<file path="src/hdl/page_lock_manager_with_wait_queue_macros.svh">
// Assertion macros used by the page lock manager datapath.
`ifndef PAGE_LOCK_MANAGER_WITH_WAIT_QUEUE_MACROS_SVH
`define PAGE_LOCK_MANAGER_WITH_WAIT_QUEUE_MACROS_SVH

// The consequent must hold in the same cycle as the antecedent.
`define PLM_ASSERT_SAME(lbl, ante, cons, msg) \
    lbl: assert property (@(posedge i_clk) disable iff (!i_rst_n) \
        (ante) |-> (cons)) else $error(msg);

// The consequent must hold in the cycle after the antecedent.
`define PLM_ASSERT_NEXT(lbl, ante, cons, msg) \
    lbl: assert property (@(posedge i_clk) disable iff (!i_rst_n) \
        (ante) |=> (cons)) else $error(msg);

`endif

</file>
<file path="src/hdl/plm_pkg.sv">
// Shared widths, status codes and control types of the page lock manager.
package plm_pkg;

    localparam int PAGE_W = 12;
    localparam int REQ_W  = 8;
    localparam int STAT_W = 3;

    localparam logic [STAT_W-1:0] ST_GRANTED  = 3'd0;
    localparam logic [STAT_W-1:0] ST_QUEUED   = 3'd1;
    localparam logic [STAT_W-1:0] ST_HANDOFF  = 3'd2;
    localparam logic [STAT_W-1:0] ST_RELEASED = 3'd3;
    localparam logic [STAT_W-1:0] ST_ERROR    = 3'd4;

    typedef struct packed {
        logic clear;
        logic accept;
        logic exec;
    } t_dp_cmd;

    typedef struct packed {
        logic clear_done;
    } t_dp_stat;

endpackage

</file>
<file path="src/hdl/plm_ctrl.sv">
// Controller state machine: clearing pass, idle and request execution.
module plm_ctrl
    import plm_pkg::*;
(
    input  logic     i_clk,
    input  logic     i_rst_n,
    input  logic     i_start,
    input  t_dp_stat i_stat,
    output t_dp_cmd  o_cmd,
    output logic     o_busy
);

    typedef enum logic [2:0] {
        S_CLEAR = 3'b001,
        S_IDLE  = 3'b010,
        S_EXEC  = 3'b100
    } t_state;

    t_state r_state;
    t_state n_state;

    always_comb begin
        n_state = r_state;
        case (r_state)
            S_CLEAR: begin
                if (i_stat.clear_done) begin
                    n_state = S_IDLE;
                end
            end
            S_IDLE: begin
                if (i_start) begin
                    n_state = S_EXEC;
                end
            end
            S_EXEC: begin
                n_state = S_IDLE;
            end
            default: begin
                n_state = S_CLEAR;
            end
        endcase
    end

    always_ff @(posedge i_clk) begin
        if (!i_rst_n) begin
            r_state <= S_CLEAR;
        end else begin
            r_state <= n_state;
        end
    end

    assign o_busy       = (r_state != S_IDLE);
    assign o_cmd.clear  = (r_state == S_CLEAR);
    assign o_cmd.accept = (r_state == S_IDLE) && i_start;
    assign o_cmd.exec   = (r_state == S_EXEC);

endmodule

</file>
<file path="config.mk">
export PLATFORM = sky130hd
export DESIGN_NAME = plm_ctrl
export DESIGN_NICKNAME = d
export VERILOG_FILES = /design/src/hdl/page_lock_manager_with_wait_queue_macros.svh /design/src/hdl/plm_pkg.sv /design/src/hdl/plm_ctrl.sv
export SDC_FILE = /design/constraint.sdc
export NUM_CORES = 1
export LEC_CHECK = 0
export BUFFER_PORTS_ARGS = -buffer_cell sky130_fd_sc_hd__clkbuf_2
export CAP_MARGIN = 25
export CORE_AREA = 2 2 39 41
export CTS_CLUSTER_DIAMETER = 200
export DETAILED_ROUTE_END_ITERATION = 8
export DIE_AREA = 0 0 41 43
export PLACE_DENSITY = 0.4
export SKIP_CTS_REPAIR_TIMING = 1
export SKIP_LAST_GASP = 1
export SLEW_MARGIN = 0
export SYNTH_ARGS = -nofsm -noshare
export SYNTH_HDL_FRONTEND = slang
export SYNTH_SLANG_ARGS = --single-unit
</file>
<file path="constraint.sdc">
create_clock -name i_clk -period 1.74 [get_ports i_clk]
set_clock_uncertainty 0.15 [all_clocks]
set_input_delay 0.174 -clock i_clk [delete_from_list [all_inputs] [get_ports i_clk]]
set_output_delay 0.174 -clock i_clk [all_outputs]
set_load 0.02 [all_outputs]
</file>
# --- Word level (Yosys, flattened, before mapping) ---
# Cells that the tools add are included.
word_totals:
  regBits: 3
  inputBits: 4
  wordCells: 12
op_classes:
  eq_ne: 6
  mux: 3
  n_reduce_logical: 2
ops:
  columns: ["operator", "count"]
  rows:
  - ["$pmux W3 S3", 1]
  - ["$mux W3", 2]
  - ["$ne A2 B2 Y1 const B", 2]
  - ["$eq A3 B1 Y1 const B", 1]
  - ["$eq A3 B2 Y1 const B", 1]
  - ["$eq A3 B3 Y1 const B", 1]
  - ["$ne A3 B2 Y1 const B", 1]
  - ["$reduce_and A2 Y1", 1]
  - ["$logic_and A1 B1 Y1", 1]

# --- Depth between registers and ports, before layout ---
depth:
  word_depth: 3
  mapped_depth: 2
  mapped_depth_nobuf: 2

# --- Worst setup path after synthesis ---
# Ideal clock, no wire load.
synth_path:
  path_kind: "reg2out"
  startpoint: "register r_state[0]"
  endpoint: "output o_cmd[2] (netlist bit)"
  arrival_time_ns: 0.928
  t_required_ns: 1.416
  slack_ns: 0.488
  stages_incl_launch_ff: 2
  n_path_buf: 0
  cell_sequence: "dfxtp_1 > nor3b_1"
synth_lines:
  columns: ["element", "line", "source"]
  rows:
  - ["from (decl)", "plm_ctrl.sv:19", "t_state r_state;"]
  - ["from (signal assigned)", "plm_ctrl.sv:48", "r_state <= n_state;"]
  - ["to (decl)", "plm_ctrl.sv:9", "output t_dp_cmd o_cmd,"]

==> flow_metrics.env <==
export IMPL_largest_reg_flops=3
export IMPL_crit_path_end_kind="output pin"
export IMPL_die_y_um=43
export IMPL_worstSetupPathType="flop to output pin"
export IMPL_reg_top3="r_state: 3 flops"
export IMPL_cts_sinks=3
export IMPL_slew_headroom=0.824
export IMPL_tightest_slew_ps=260
export IMPL_async_reset_ff_frac=0
export IMPL_synthTopCellsByCount="dfxtp_1, nor3b_2"
export IMPL_cts_root_buf="clkbuf_4"
export IMPL_start_kind="flop"
export IMPL_cts_tree="yes"
export IMPL_drive_gt1_frac=0.480
export IMPL_p_total_mw=0.225
export IMPL_p_switching_mw=0.0536
export IMPL_drt_total_wl_um=361
export IMPL_syn_avg_cell_area_um2=11.3
export IMPL_via_per_inst=3.61
export IMPL_ys_seq_area_frac=0.410
export IMPL_synth_nets=17
export IMPL_status="completed"
export IMPL_netlist_area_um2=146
export IMPL_floorplan_initialDensity=0.106
export IMPL_clockPowerShare=0.542
export IMPL_cts_buffers=3
export IMPL_globalplace_congestion=0.649
export IMPL_peakVddDrop_uv=275
export IMPL_insertion_delay_ps=230
export IMPL_syn_instance_count=13
export IMPL_ys_seq_elements=3
export IMPL_ys_warn_count=0
export IMPL_setup_tns_ps=0
export IMPL_fin_util=0.172
export IMPL_pwr_share_seq=0.344
export IMPL_grt_first_pass_wirelength_um=572
export IMPL_grt_max_degree=6
export IMPL_cp_arrival_ps=1220
export IMPL_rows=14
export IMPL_drtPass1Iterations=2
export IMPL_hold_viol=0
export IMPL_yosysTopAreaCell="dfxtp_1"
export IMPL_fillerInstances=157
export IMPL_vias=148
export IMPL_ant_nets=0
export IMPL_required_ps=1420
export IMPL_grt_overflow_total=0
export IMPL_synth_top_area_share=0.410
export IMPL_clockBufferDepth=2
export IMPL_ff2ff_path_depth=2
export IMPL_drv_slew=0
export IMPL_critical_path_startpoint="r_state[1]"
export IMPL_powerDensity_nw_per_um2=948
export IMPL_holdPathStages=2
export IMPL_first_iter_violations=1
export IMPL_netlist_top_cells_area="dfxtp_1, nor3b_2, and4bb_1"
export IMPL_multi_input_area_um2=82.6
export IMPL_fp_dieW_um=41
export IMPL_hold_class="input pin to flop"
export IMPL_worstHoldStart="i_start"
export IMPL_r2r_start="r_state[1]"
export IMPL_p_comb_frac=0.114
export IMPL_first_global_vias=154
export IMPL_sequential_cell_area_um2=60.1
export IMPL_period_share=0.887
export IMPL_drv_cap=0
export IMPL_rsz0062_at_grt="false"
export IMPL_ios=8
export IMPL_core_area_um2=1380
export IMPL_p_sw_frac=0.238
export IMPL_synth_edf_count=0
export IMPL_top_register="r_state"
export IMPL_finalWorstPathRequiredPeriod_ps=1540
export IMPL_clock_fmax_mhz=648
export IMPL_ys_flop_type="dfxtp_1"
export IMPL_antenna_found_initial=0
export IMPL_fin_nets=30
export IMPL_path_max_fanout=5
export IMPL_finalSetupViolCount=0
export IMPL_portBuffers=7
export IMPL_diodes=0
export IMPL_yosys_cell_count_top_type="dfxtp_1"
export IMPL_grt_total_usage=0.0552
export IMPL_drc=0
export IMPL_area_growth_pct=62.4
export IMPL_p_leak_nw=0.0996
export IMPL_p_int_mw=0.172
export IMPL_dieArea_um2=1760
export IMPL_clk_pin_slew_ps=40
export IMPL_wl_per_cell_um=8.80
export IMPL_htreeDepth=1
export IMPL_synthDistinctLibCells=10
## power groups by stage
stage	logic, mW	registers [mW]	clock network, mW
5_1_grt	0.0278	0.0778	0.136
4_1_cts	0.0241	0.0774	0.130
6_report	0.0256	0.0776	0.122
3_3_place_gp	0.0236	0.0783	0
3_5_place_dp	0.0237	0.0785	0
2_1_floorplan	0.0144	0.0776	0
## cells by family (layout without fill, tap and decap cells)
family          after synthesis  count (layout)  synth area share
compound gates                2               2             0.111
buf+inv                       1              13            0.0256
flops                         3               3             0.410
simple gates                  7               7             0.453
## cell usage in the layout (no fill, tap or decap)
master	n
and2_1	1
clkbuf_4	3
o31a_1	1
dfxtp_1	3
dlygate4sd3_1	1
nor3b_1	1
o31ai_1	1
nor3b_2	2
clkbuf_1	1
and4bb_1	1
and3_1	1
clkbuf_2	7
inv_1	1
nor4b_1	1
## metal layers
layer / share of wire / up-vias / global-route usage
met5: 0 / - / 0
li1: - / 73 / -
met2: 0.41 / 8 / 0.0594
met3: 0.089 / 0 / 0.0157
met1: 0.50 / 67 / 0.0673
met4: 0 / 0 / 0.0800
## worst paths after layout
path / end / slack [ps]
max reg2reg: r_state[1] / 570
min reg2reg: r_state[2] / 550
min: r_state[2] / 60
max: o_cmd[1] / 200
## critical path: stages, from the launching register on
cell	delay, ps
dfxtp_1	380
nor3b_2	280
and2_1	160
clkbuf_2	160
## stage by stage
| step | cell area, µm² | worst slack, ps | std cells | hold slack, ps |
|---|---|---|---|---|
| after floorplan | 146 | 488 | 13 | 95.1 |
| after global placement | 201 | 446 | 36 | 214 |
| after detailed placement | 201 | 455 | 36 | 221 |
| after CTS | 228 | 184 | 40 | -16.0 |
| after global routing | 238 | 96.7 | 41 | 70.2 |
| final | 238 | 197 | 41 | 58.8 |
## layout make-up
class | count | area share
tap | 16 | 0.0842
multi-input combinational | 9 | 0.347
inverter | 1 | 0.0158
sequential | 3 | 0.253
clock buffer | 4 | 0.111
timing repair buffer | 8 | 0.189
(Power assumes the default switching activity.)
